## src/design/clle_pkg.sv

```systemverilog
`timescale 1ns / 1ps
package clle_pkg;

  // Operation codes
  localparam logic [1:0] OP_INSERT = 2'd0;
  localparam logic [1:0] OP_DELETE = 2'd1;
  localparam logic [1:0] OP_SEARCH = 2'd2;
  localparam logic [1:0] OP_AMEND  = 2'd3;

  // Result status codes
  localparam logic [1:0] ST_OK     = 2'd0;
  localparam logic [1:0] ST_NOTFND = 2'd1;
  localparam logic [1:0] ST_FULL   = 2'd2;

  // Fixed entries: free chain head and list sentinel
  localparam int FREE_HEAD = 0;
  localparam int LIST_HEAD = 1;

  // Link read address select
  localparam logic [1:0] LRA_FREE  = 2'd0;
  localparam logic [1:0] LRA_HEAD  = 2'd1;
  localparam logic [1:0] LRA_LDATA = 2'd2;
  localparam logic [1:0] LRA_FRESH = 2'd3;

  // Link write address select
  localparam logic [2:0] LWA_FREE  = 3'd0;
  localparam logic [2:0] LWA_FRESH = 3'd1;
  localparam logic [2:0] LWA_PRED  = 3'd2;
  localparam logic [2:0] LWA_CUR   = 3'd3;
  localparam logic [2:0] LWA_CLR   = 3'd4;

  // Link write data select
  localparam logic [1:0] LWD_LDATA = 2'd0;
  localparam logic [1:0] LWD_FRESH = 2'd1;
  localparam logic [1:0] LWD_CUR   = 2'd2;
  localparam logic [1:0] LWD_CLR   = 2'd3;

  // Result index source
  localparam logic [1:0] RES_NONE  = 2'd0;
  localparam logic [1:0] RES_FRESH = 2'd1;
  localparam logic [1:0] RES_CUR   = 2'd2;

  typedef struct packed {
    logic       cap;
    logic [1:0] lra;
    logic       lwe;
    logic [2:0] lwa;
    logic [1:0] lwd;
    logic       vwe;
    logic       vw_amend;
    logic       fresh_ld;
    logic       p_head;
    logic       ins_adv;
    logic       c_ld;
    logic       find_adv;
    logic       clr_adv;
    logic       res_ld;
    logic [1:0] res_status;
    logic [1:0] res_src;
    logic       out_ld;
  } clle_cmd_t;

  typedef struct packed {
    logic [1:0] op;
    logic       link_zero;
    logic       val_match;
    logic       more;
    logic       clr_last;
    logic       out_free;
  } clle_stat_t;

endpackage

```

## src/design/clle_ram.sv

```systemverilog
`timescale 1ns / 1ps
module clle_ram #(
  parameter int WIDTH = 32,
  parameter int DEPTH = 64
) (
  input  logic                     clk,
  input  logic                     we,
  input  logic [$clog2(DEPTH)-1:0] waddr,
  input  logic [WIDTH-1:0]         wdata,
  input  logic [$clog2(DEPTH)-1:0] raddr,
  output logic [WIDTH-1:0]         rdata
);

  logic [WIDTH-1:0] mem [DEPTH];

  // Write one entry, read one entry with registered output
  always_ff @(posedge clk) begin
    if (we) begin
      mem[waddr] <= wdata;
    end
    rdata <= mem[raddr];
  end

endmodule

```

## src/design/clle_dpath.sv

```systemverilog
`timescale 1ns / 1ps
module clle_dpath import clle_pkg::*; #(
  parameter int DEPTH = 64
) (
  input  logic         clk,
  input  logic         rst,
  input  clle_cmd_t    cmd,
  output clle_stat_t   stat,
  input  logic [1:0]   operation,
  input  logic [31:0]  value,
  input  logic [31:0]  new_value,
  input  logic [15:0]  position,
  input  logic         out_ready,
  output logic         out_valid,
  output logic [1:0]   status,
  output logic [5:0]   entry_index
);

  localparam int AW = $clog2(DEPTH);

  logic [1:0]    op_r;
  logic [31:0]   v_r;
  logic [31:0]   nv_r;
  logic [15:0]   pos_r;
  logic [AW-1:0] fresh;
  logic [AW-1:0] p;
  logic [AW-1:0] c;
  logic [15:0]   cnt;
  logic [AW-1:0] clr;
  logic [1:0]    res_status;
  logic [AW-1:0] res_idx;

  logic [AW-1:0] lraddr, lwaddr, lwdata, ldata, clr_data;
  logic [AW-1:0] vwaddr;
  logic [31:0]   vwdata, vdata;
  logic [31:0]   res_wide;

  // Link memory addressing
  always_comb begin
    case (cmd.lra)
      LRA_FREE:  lraddr = AW'(FREE_HEAD);
      LRA_HEAD:  lraddr = AW'(LIST_HEAD);
      LRA_LDATA: lraddr = ldata;
      LRA_FRESH: lraddr = fresh;
      default:   lraddr = AW'(FREE_HEAD);
    endcase
    case (cmd.lwa)
      LWA_FREE:  lwaddr = AW'(FREE_HEAD);
      LWA_FRESH: lwaddr = fresh;
      LWA_PRED:  lwaddr = p;
      LWA_CUR:   lwaddr = c;
      LWA_CLR:   lwaddr = clr;
      default:   lwaddr = AW'(FREE_HEAD);
    endcase
    case (cmd.lwd)
      LWD_LDATA: lwdata = ldata;
      LWD_FRESH: lwdata = fresh;
      LWD_CUR:   lwdata = c;
      LWD_CLR:   lwdata = clr_data;
      default:   lwdata = ldata;
    endcase
  end

  // Initial chain: free head points at entry 2, sentinel and last entry end chains
  always_comb begin
    if (clr == AW'(FREE_HEAD)) begin
      clr_data = AW'(2);
    end else if (clr == AW'(LIST_HEAD) || clr == AW'(DEPTH - 1)) begin
      clr_data = '0;
    end else begin
      clr_data = clr + AW'(1);
    end
  end

  assign vwaddr = cmd.vw_amend ? c : fresh;
  assign vwdata = cmd.vw_amend ? nv_r : v_r;

  clle_ram #(.WIDTH(AW), .DEPTH(DEPTH)) u_link (
    .clk   (clk),
    .we    (cmd.lwe),
    .waddr (lwaddr),
    .wdata (lwdata),
    .raddr (lraddr),
    .rdata (ldata)
  );

  clle_ram #(.WIDTH(32), .DEPTH(DEPTH)) u_value (
    .clk   (clk),
    .we    (cmd.vwe),
    .waddr (vwaddr),
    .wdata (vwdata),
    .raddr (ldata),
    .rdata (vdata)
  );

  // Hold request fields and walk pointers
  always_ff @(posedge clk) begin
    if (cmd.cap) begin
      op_r  <= operation;
      v_r   <= value;
      nv_r  <= new_value;
      pos_r <= position;
    end
    if (cmd.fresh_ld) begin
      fresh <= ldata;
    end
    if (cmd.p_head) begin
      p   <= AW'(LIST_HEAD);
      cnt <= 16'd1;
    end else if (cmd.ins_adv) begin
      p   <= ldata;
      cnt <= cnt + 16'd1;
    end else if (cmd.find_adv) begin
      p <= c;
    end
    if (cmd.c_ld || cmd.find_adv) begin
      c <= ldata;
    end
    if (cmd.res_ld) begin
      res_status <= cmd.res_status;
      case (cmd.res_src)
        RES_FRESH: res_idx <= fresh;
        RES_CUR:   res_idx <= c;
        default:   res_idx <= '0;
      endcase
    end
    if (cmd.out_ld) begin
      status      <= res_status;
      entry_index <= res_wide[5:0];
    end
  end

  assign res_wide = 32'(res_idx);

  // Advance clearing pass and output valid
  always_ff @(posedge clk) begin
    if (rst) begin
      clr       <= '0;
      out_valid <= 1'b0;
    end else begin
      if (cmd.clr_adv) begin
        clr <= clr + AW'(1);
      end
      if (cmd.out_ld) begin
        out_valid <= 1'b1;
      end else if (out_ready) begin
        out_valid <= 1'b0;
      end
    end
  end

  assign stat.op        = op_r;
  assign stat.link_zero = (ldata == '0);
  assign stat.val_match = (vdata == v_r);
  assign stat.more      = (cnt < pos_r);
  assign stat.clr_last  = (clr == AW'(DEPTH - 1));
  assign stat.out_free  = !out_valid || out_ready;

  a_no_self_link: assert property (@(posedge clk) disable iff (rst)
    cmd.lwe && lwaddr != AW'(FREE_HEAD) |-> lwaddr != lwdata)
    else $error("link write creates a self loop");

  a_value_entry: assert property (@(posedge clk) disable iff (rst)
    cmd.vwe |-> vwaddr != AW'(FREE_HEAD) && vwaddr != AW'(LIST_HEAD))
    else $error("value written to a reserved entry");

  a_ok_index: assert property (@(posedge clk) disable iff (rst)
    cmd.res_ld && cmd.res_status == ST_OK |-> cmd.res_src != RES_NONE)
    else $error("success reported without an entry");

  a_fresh_entry: assert property (@(posedge clk) disable iff (rst)
    cmd.res_ld && cmd.res_src == RES_FRESH
      |-> fresh != AW'(FREE_HEAD) && fresh != AW'(LIST_HEAD))
    else $error("insert used a reserved entry");

endmodule

```

## src/design/clle_ctrl.sv

```systemverilog
`timescale 1ns / 1ps
module clle_ctrl import clle_pkg::*; (
  input  logic       clk,
  input  logic       rst,
  input  logic       in_valid,
  output logic       in_ready,
  input  clle_stat_t stat,
  output clle_cmd_t  cmd
);

  localparam logic [3:0] S_CLEAR = 4'd0;
  localparam logic [3:0] S_IDLE  = 4'd1;
  localparam logic [3:0] S_START = 4'd2;
  localparam logic [3:0] S_I1    = 4'd3;
  localparam logic [3:0] S_I2    = 4'd4;
  localparam logic [3:0] S_IWALK = 4'd5;
  localparam logic [3:0] S_I4    = 4'd6;
  localparam logic [3:0] S_F1    = 4'd7;
  localparam logic [3:0] S_FWALK = 4'd8;
  localparam logic [3:0] S_D1    = 4'd9;
  localparam logic [3:0] S_D2    = 4'd10;
  localparam logic [3:0] S_FIN   = 4'd11;

  logic [3:0] state, state_next;

  always_ff @(posedge clk) begin
    if (rst) begin
      state <= S_CLEAR;
    end else begin
      state <= state_next;
    end
  end

  assign in_ready = (state == S_IDLE);

  // Sequence each operation over the link and value memories
  always_comb begin
    cmd        = '0;
    state_next = state;
    case (state)
      S_CLEAR: begin
        cmd.lwe     = 1'b1;
        cmd.lwa     = LWA_CLR;
        cmd.lwd     = LWD_CLR;
        cmd.clr_adv = 1'b1;
        if (stat.clr_last) begin
          state_next = S_IDLE;
        end
      end
      S_IDLE: begin
        if (in_valid) begin
          cmd.cap    = 1'b1;
          state_next = S_START;
        end
      end
      S_START: begin
        if (stat.op == OP_INSERT) begin
          cmd.lra    = LRA_FREE;
          state_next = S_I1;
        end else begin
          cmd.lra    = LRA_HEAD;
          cmd.p_head = 1'b1;
          state_next = S_F1;
        end
      end
      S_I1: begin
        // fresh entry is on the read port now; fetch its link
        cmd.fresh_ld = 1'b1;
        if (stat.link_zero) begin
          cmd.res_ld     = 1'b1;
          cmd.res_status = ST_FULL;
          cmd.res_src    = RES_NONE;
          state_next     = S_FIN;
        end else begin
          cmd.lra    = LRA_LDATA;
          state_next = S_I2;
        end
      end
      S_I2: begin
        // pop fresh entry off the free chain
        cmd.lwe    = 1'b1;
        cmd.lwa    = LWA_FREE;
        cmd.lwd    = LWD_LDATA;
        cmd.p_head = 1'b1;
        cmd.lra    = LRA_HEAD;
        state_next = S_IWALK;
      end
      S_IWALK: begin
        if (stat.more && !stat.link_zero) begin
          cmd.ins_adv = 1'b1;
          cmd.lra     = LRA_LDATA;
        end else begin
          cmd.lwe    = 1'b1;
          cmd.lwa    = LWA_FRESH;
          cmd.lwd    = LWD_LDATA;
          cmd.vwe    = 1'b1;
          state_next = S_I4;
        end
      end
      S_I4: begin
        cmd.lwe        = 1'b1;
        cmd.lwa        = LWA_PRED;
        cmd.lwd        = LWD_FRESH;
        cmd.res_ld     = 1'b1;
        cmd.res_status = ST_OK;
        cmd.res_src    = RES_FRESH;
        state_next     = S_FIN;
      end
      S_F1: begin
        if (stat.link_zero) begin
          cmd.res_ld     = 1'b1;
          cmd.res_status = ST_NOTFND;
          cmd.res_src    = RES_NONE;
          state_next     = S_FIN;
        end else begin
          cmd.c_ld   = 1'b1;
          cmd.lra    = LRA_LDATA;
          state_next = S_FWALK;
        end
      end
      S_FWALK: begin
        if (stat.val_match) begin
          cmd.res_status = ST_OK;
          cmd.res_src    = RES_CUR;
          case (stat.op)
            OP_DELETE: begin
              // unlink node, then fetch free head
              cmd.lwe    = 1'b1;
              cmd.lwa    = LWA_PRED;
              cmd.lwd    = LWD_LDATA;
              cmd.lra    = LRA_FREE;
              state_next = S_D1;
            end
            OP_AMEND: begin
              cmd.vwe      = 1'b1;
              cmd.vw_amend = 1'b1;
              cmd.res_ld   = 1'b1;
              state_next   = S_FIN;
            end
            default: begin
              cmd.res_ld = 1'b1;
              state_next = S_FIN;
            end
          endcase
        end else if (stat.link_zero) begin
          cmd.res_ld     = 1'b1;
          cmd.res_status = ST_NOTFND;
          cmd.res_src    = RES_NONE;
          state_next     = S_FIN;
        end else begin
          cmd.find_adv = 1'b1;
          cmd.lra      = LRA_LDATA;
        end
      end
      S_D1: begin
        cmd.lwe    = 1'b1;
        cmd.lwa    = LWA_CUR;
        cmd.lwd    = LWD_LDATA;
        state_next = S_D2;
      end
      S_D2: begin
        // push node on the free chain
        cmd.lwe        = 1'b1;
        cmd.lwa        = LWA_FREE;
        cmd.lwd        = LWD_CUR;
        cmd.res_ld     = 1'b1;
        cmd.res_status = ST_OK;
        cmd.res_src    = RES_CUR;
        state_next     = S_FIN;
      end
      S_FIN: begin
        if (stat.out_free) begin
          cmd.out_ld = 1'b1;
          state_next = S_IDLE;
        end
      end
      default: begin
        state_next = S_IDLE;
      end
    endcase
  end

  a_clear_once: assert property (@(posedge clk) disable iff (rst)
    state != S_CLEAR |=> state != S_CLEAR)
    else $error("clearing pass reentered");

  a_fin_result: assert property (@(posedge clk) disable iff (rst)
    state_next == S_FIN && state != S_FIN && state != S_D1 |-> cmd.res_ld)
    else $error("finish without result");

endmodule

```

## src/design/cursor_linked_list_engine.sv

```systemverilog
`timescale 1ns / 1ps
// Channel   Direction  Handshake           Payload
// in        input      in_valid/in_ready   operation, value, new_value, position
// out       output     out_valid/out_ready status, entry_index
//
// One request at a time. Insert walks position-1 list steps, clamped to the
// list length, and reports full when the free chain is empty; search, amend
// and delete walk the list node by node until the value is found or the list
// ends. The walk moves one node per cycle through the link memory read port.
// After reset a clearing pass builds the free chain; in_ready stays low during
// it. A stalled result holds the block before it returns idle.
module cursor_linked_list_engine import clle_pkg::*; #(
  parameter int DEPTH = 64
) (
  input  logic               clk,
  input  logic               rst,
  input  logic               in_valid,
  output logic               in_ready,
  input  logic [1:0]         operation,
  input  logic signed [31:0] value,
  input  logic signed [31:0] new_value,
  input  logic [15:0]        position,
  output logic               out_valid,
  input  logic               out_ready,
  output logic [1:0]         status,
  output logic [5:0]         entry_index
);

  clle_cmd_t  cmd;
  clle_stat_t stat;

  clle_ctrl u_ctrl (
    .clk      (clk),
    .rst      (rst),
    .in_valid (in_valid),
    .in_ready (in_ready),
    .stat     (stat),
    .cmd      (cmd)
  );

  clle_dpath #(.DEPTH(DEPTH)) u_dpath (
    .clk         (clk),
    .rst         (rst),
    .cmd         (cmd),
    .stat        (stat),
    .operation   (operation),
    .value       (value),
    .new_value   (new_value),
    .position    (position),
    .out_ready   (out_ready),
    .out_valid   (out_valid),
    .status      (status),
    .entry_index (entry_index)
  );

endmodule
```

## config.mk

```make
export PLATFORM = sky130hd
export DESIGN_NAME = cursor_linked_list_engine
export DESIGN_NICKNAME = d
export VERILOG_FILES = /design/src/design/clle_pkg.sv /design/src/design/clle_ram.sv /design/src/design/clle_dpath.sv /design/src/design/clle_ctrl.sv /design/src/design/cursor_linked_list_engine.sv
export SDC_FILE = /design/constraint.sdc
export NUM_CORES = 2
export LEC_CHECK = 0
export BUFFER_PORTS_ARGS = -buffer_cell sky130_fd_sc_hd__buf_2
export CAP_MARGIN = 20
export CORE_MARGIN = 5
export CORE_UTILIZATION = 40
export DETAILED_ROUTE_END_ITERATION = 10
export PLACE_DENSITY = 0.56
export SYNTH_ARGS = -nofsm -noshare
export SYNTH_HDL_FRONTEND = slang
export SYNTH_SLANG_ARGS = --single-unit
```

## constraint.sdc

```tcl
create_clock -name clk -period 6.5 [get_ports clk]
set_clock_uncertainty 0.2 [all_clocks]
set_input_delay 0.65 -clock clk [delete_from_list [all_inputs] [get_ports clk]]
set_output_delay 0.65 -clock clk [all_outputs]
set_load 0.005 [all_outputs]
```

==> results.json <==
{
  "crit_slowest_cell": "nor4_2",
  "avgSynthCellArea_um2": 21.41,
  "ir_worst_vdd_mv": 0.3572,
  "grt_max_degree": 121,
  "portBuffers": 95,
  "fp.dieW_um": 513.4,
  "setup_tns_ns": 0,
  "crit_top_cell": "buf_4",
  "worst_hold_slack_ns": 0.2274,
  "antenna_left": 0,
  "clock-sinks": 2613,
  "clk_pin_slew_ns": 0.06,
  "cts_resized": 0,
  "wl_per_cell_um": 32.22,
  "synth_flop_cell": "edfxtp_1",
  "synth_fp_nets": 4842,
  "synth_fa_ha_area_frac": 0.002592,
  "start_util": 0.4024,
  "synth.distinct_cells": 88,
  "fp.dieH_um": 513.4,
  "synth_warnings": 0,
  "wl_um": 279700,
  "synth-compound-area-share": 0.03432,
  "clk_latency_ns": 0.91,
  "seq_area_frac_synth": 0.7671,
  "critPathCaptureType": "register",
  "numCtsBuffers": 292,
  "areaGrowthSynthToFinish_pct": 16.13,
  "cp-start-kind": "register",
  "worstPathMaxFanout": 28,
  "power.density_nw_per_um2": 398.8,
  "final-max-slew-violation-count": 0,
  "coreArea_um2": 251900,
  "yosysTopAreaCellShare": 0.7531,
  "cp_cell_sequence": "xnor2_1, nand4_1, nor4_2, and2_1, nand4_4, buf_4, a21oi_1, buf_4, nand2b_1, nor2_4, buf_12",
  "dr.pass1.iters": 6,
  "p_leak_nw": 36.90,
  "via_count": 51080,
  "synth_edf_count": 2542,
  "overflow": 0,
  "ys_async_sr_fraction": 0,
  "dp_hpwl_um": 162200,
  "antenna_found_initial": 22,
  "synth_top_family_by_area": "multiplexers",
  "clockBufferDepth": 4,
  "htree_levels": 5,
  "cp.arrival_ns": 6.20,
  "synthMuxAreaShare": 0.1549,
  "max_slew_margin": 0.2232,
  "track_usage": 0.2095,
  "postSynthCellCount": 4735,
  "tritoncts": "done",
  "yosys.area.top_type": "edfxtp_1",
  "ys_top_cells_by_area": "edfxtp_1 75%, mux4_2 15%, dfxtp_1 1.4%",
  "max_stage_delay_ns": 0.90,
  "grt_pass1_vias": 51030,
  "drc": 0,
  "post-route-period-util": 0.9082,
  "yosysMostFrequentCell": "edfxtp_1",
  "synth_area_um2": 101400,
  "dp_slack_ns": 0.9133,
  "finalSetupViolations": 0,
  "hp-class": "reg -> reg",
  "synth_xor_area_frac": 0.004493,
  "drtIter0Drc": 6556,
  "reg2reg_depth": 11,
  "drive_gt1_frac": 0.2834,
  "synth_common_cells": "2542 x edfxtp_1, 666 x mux4_2, 181 x nand2_1, 176 x nor2_1, 163 x clkbuf_1",
  "min_period_ns": 5.903,
  "gp_congestion": 0.8691,
  "tightestPinTransition_ns": 1.165,
  "rows": 184,
  "avgViaCountPerCell": 5.884,
  "worstPathRequired_ns": 6.80,
  "root_buffer": "clkbuf_16",
  "maxCapViolCount": 0,
  "hold_viol_final": 0,
  "fin_ws_ns": 0.5969,
  "ios": 96,
  "status": "completed",
  "synthSimpleGateAreaFrac": 0.02394,
  "dieArea_um2": 263600,
  "setup.worst_path.class": "reg -> reg",
  "grt_pass1_wl_um": 393900,
  "worstHoldPathCells": 0,
  "rsz0062_at_grt": "no",
  "ys_ff_latch": 2613,
  "max_freq_ghz": 0.1694,
  "nNetsFinal": 5233
}
## layer usage
| metal | part of all wire | wire length (um) | track usage |
|---|---|---|---|
| met5 | 0.000046 | 13 | 0 |
| met3 | 0.079 | 22060 | 0.03883 |
| met4 | 0.030 | 8368 | 0.05895 |
| met2 | 0.47 | 131200 | 0.3270 |
| met1 | 0.42 | 118100 | 0.3043 |
## cells by family (layout without fill, tap and decap cells)
family	Yosys count	in the layout
AO/OA/AOI/OAI	480	480
adder cells (fa/ha/maj)	21	21
other	0	4
buffers and inverters	313	907
XOR/XNOR	52	52
multiplexers	730	730
AND/OR/NAND/NOR	526	526
flip-flops	2613	2613
## cell usage in the layout (no fill, tap or decap), drive strengths merged, types with 17 or more instances in the layout
| cell | instances |
|---|---|
| bufinv | 17 |
| o21ai | 41 |
| xnor2 | 41 |
| a211oi | 94 |
| inv | 37 |
| a21oi | 102 |
| a22oi | 29 |
| dlygate4sd3 | 84 |
| clkbuf | 380 |
| nor3 | 35 |
| mux4 | 666 |
| edfxtp | 2542 |
| clkinv | 92 |
| nand2 | 181 |
| dfxtp | 71 |
| o311a | 30 |
| nor2 | 177 |
| nand4 | 21 |
| ha | 21 |
| mux2 | 50 |
| o221ai | 42 |
| buf | 292 |
| a31oi | 42 |
| o22ai | 19 |
| nor4 | 20 |
## worst paths after layout
check,endpoint,start,slack [ns]
setup reg to reg,u_dpath.u_value.mem[4][12]$_DFFE_PP_,u_dpath.v_r[25]$_DFFE_PP_,0.60
hold reg to reg,u_dpath.status[0]$_DFFE_PP_,u_dpath.res_status[0]$_DFFE_PP_,0.23
setup / recovery,u_dpath.u_value.mem[4][12]$_DFFE_PP_,u_dpath.v_r[25]$_DFFE_PP_,0.60
hold / removal,u_dpath.status[0]$_DFFE_PP_,u_dpath.res_status[0]$_DFFE_PP_,0.23
## layout make-up
| cell class | count | area, um^2 |
|---|---|---|
| fillers | 20870 | 134200 |
| flip-flops and latches | 2613 | 77770 |
| multi-input cells | 1809 | 22960 |
| clock buffers | 380 | 7956 |
| well taps | 3348 | 4189 |
| repair buffers | 376 | 3694 |
| clock inverters | 117 | 996.0 |
| inverters | 34 | 137.6 |
| diodes | 4 | 10.01 |
## critical path, delay by kind of cell, from the launching register on
kind | cells | cell delay (ns)
simple gates | 6 | 3.30
buf+inv | 3 | 0.93
flops | 1 | 0.40
xor+xnor | 1 | 0.40
compound gates | 1 | 0.22
## stage by stage
stage / instances / power [mW] / instance area, um^2 / util
6_report: 8681 / 46.94 / 117700 / 0.4674
5_1_grt: 8678 / 48.65 / 117700 / 0.4673
4_1_cts: 8649 / 47.40 / 117100 / 0.4649
3_5_place_dp: 8068 / 31.77 / 107300 / 0.4260
3_3_place_gp: 8060 / 31.72 / 107200 / 0.4256
2_1_floorplan: 4735 / 27.77 / 101400 / -
## state kept, by name, summed over array words and instances (netlist names)
register               cells
u_dpath.p                  6
u_dpath.u_value.rdata     32
u_dpath.fresh              6
u_dpath.status             2
u_dpath.cnt               16
u_dpath.nv_r              32
u_dpath.u_value.mem     2048
u_dpath.u_link.mem       384
u_dpath.res_status         2
u_dpath.c                  6
u_dpath.pos_r             16
u_dpath.out_valid          1
u_dpath.op_r               2
u_dpath.entry_index        6
u_dpath.res_idx            6
u_dpath.clr                6
u_ctrl.state               4
u_dpath.v_r               32
u_dpath.u_link.rdata       6
## power by group
group	internal [mW]	total, mW	switching, mW
clock network	9.24	15.6	6.36
registers	19.6	19.9	0.307
logic	5.05	11.4	6.37
total	33.9	46.9	13.0
## repair_timing
item	4_1_cts	5_1_grt
buffers inserted	0	0
hold buffers	84	0
endpoints found under the hold margin	93	0
Power figures use the tool's default switching activity.
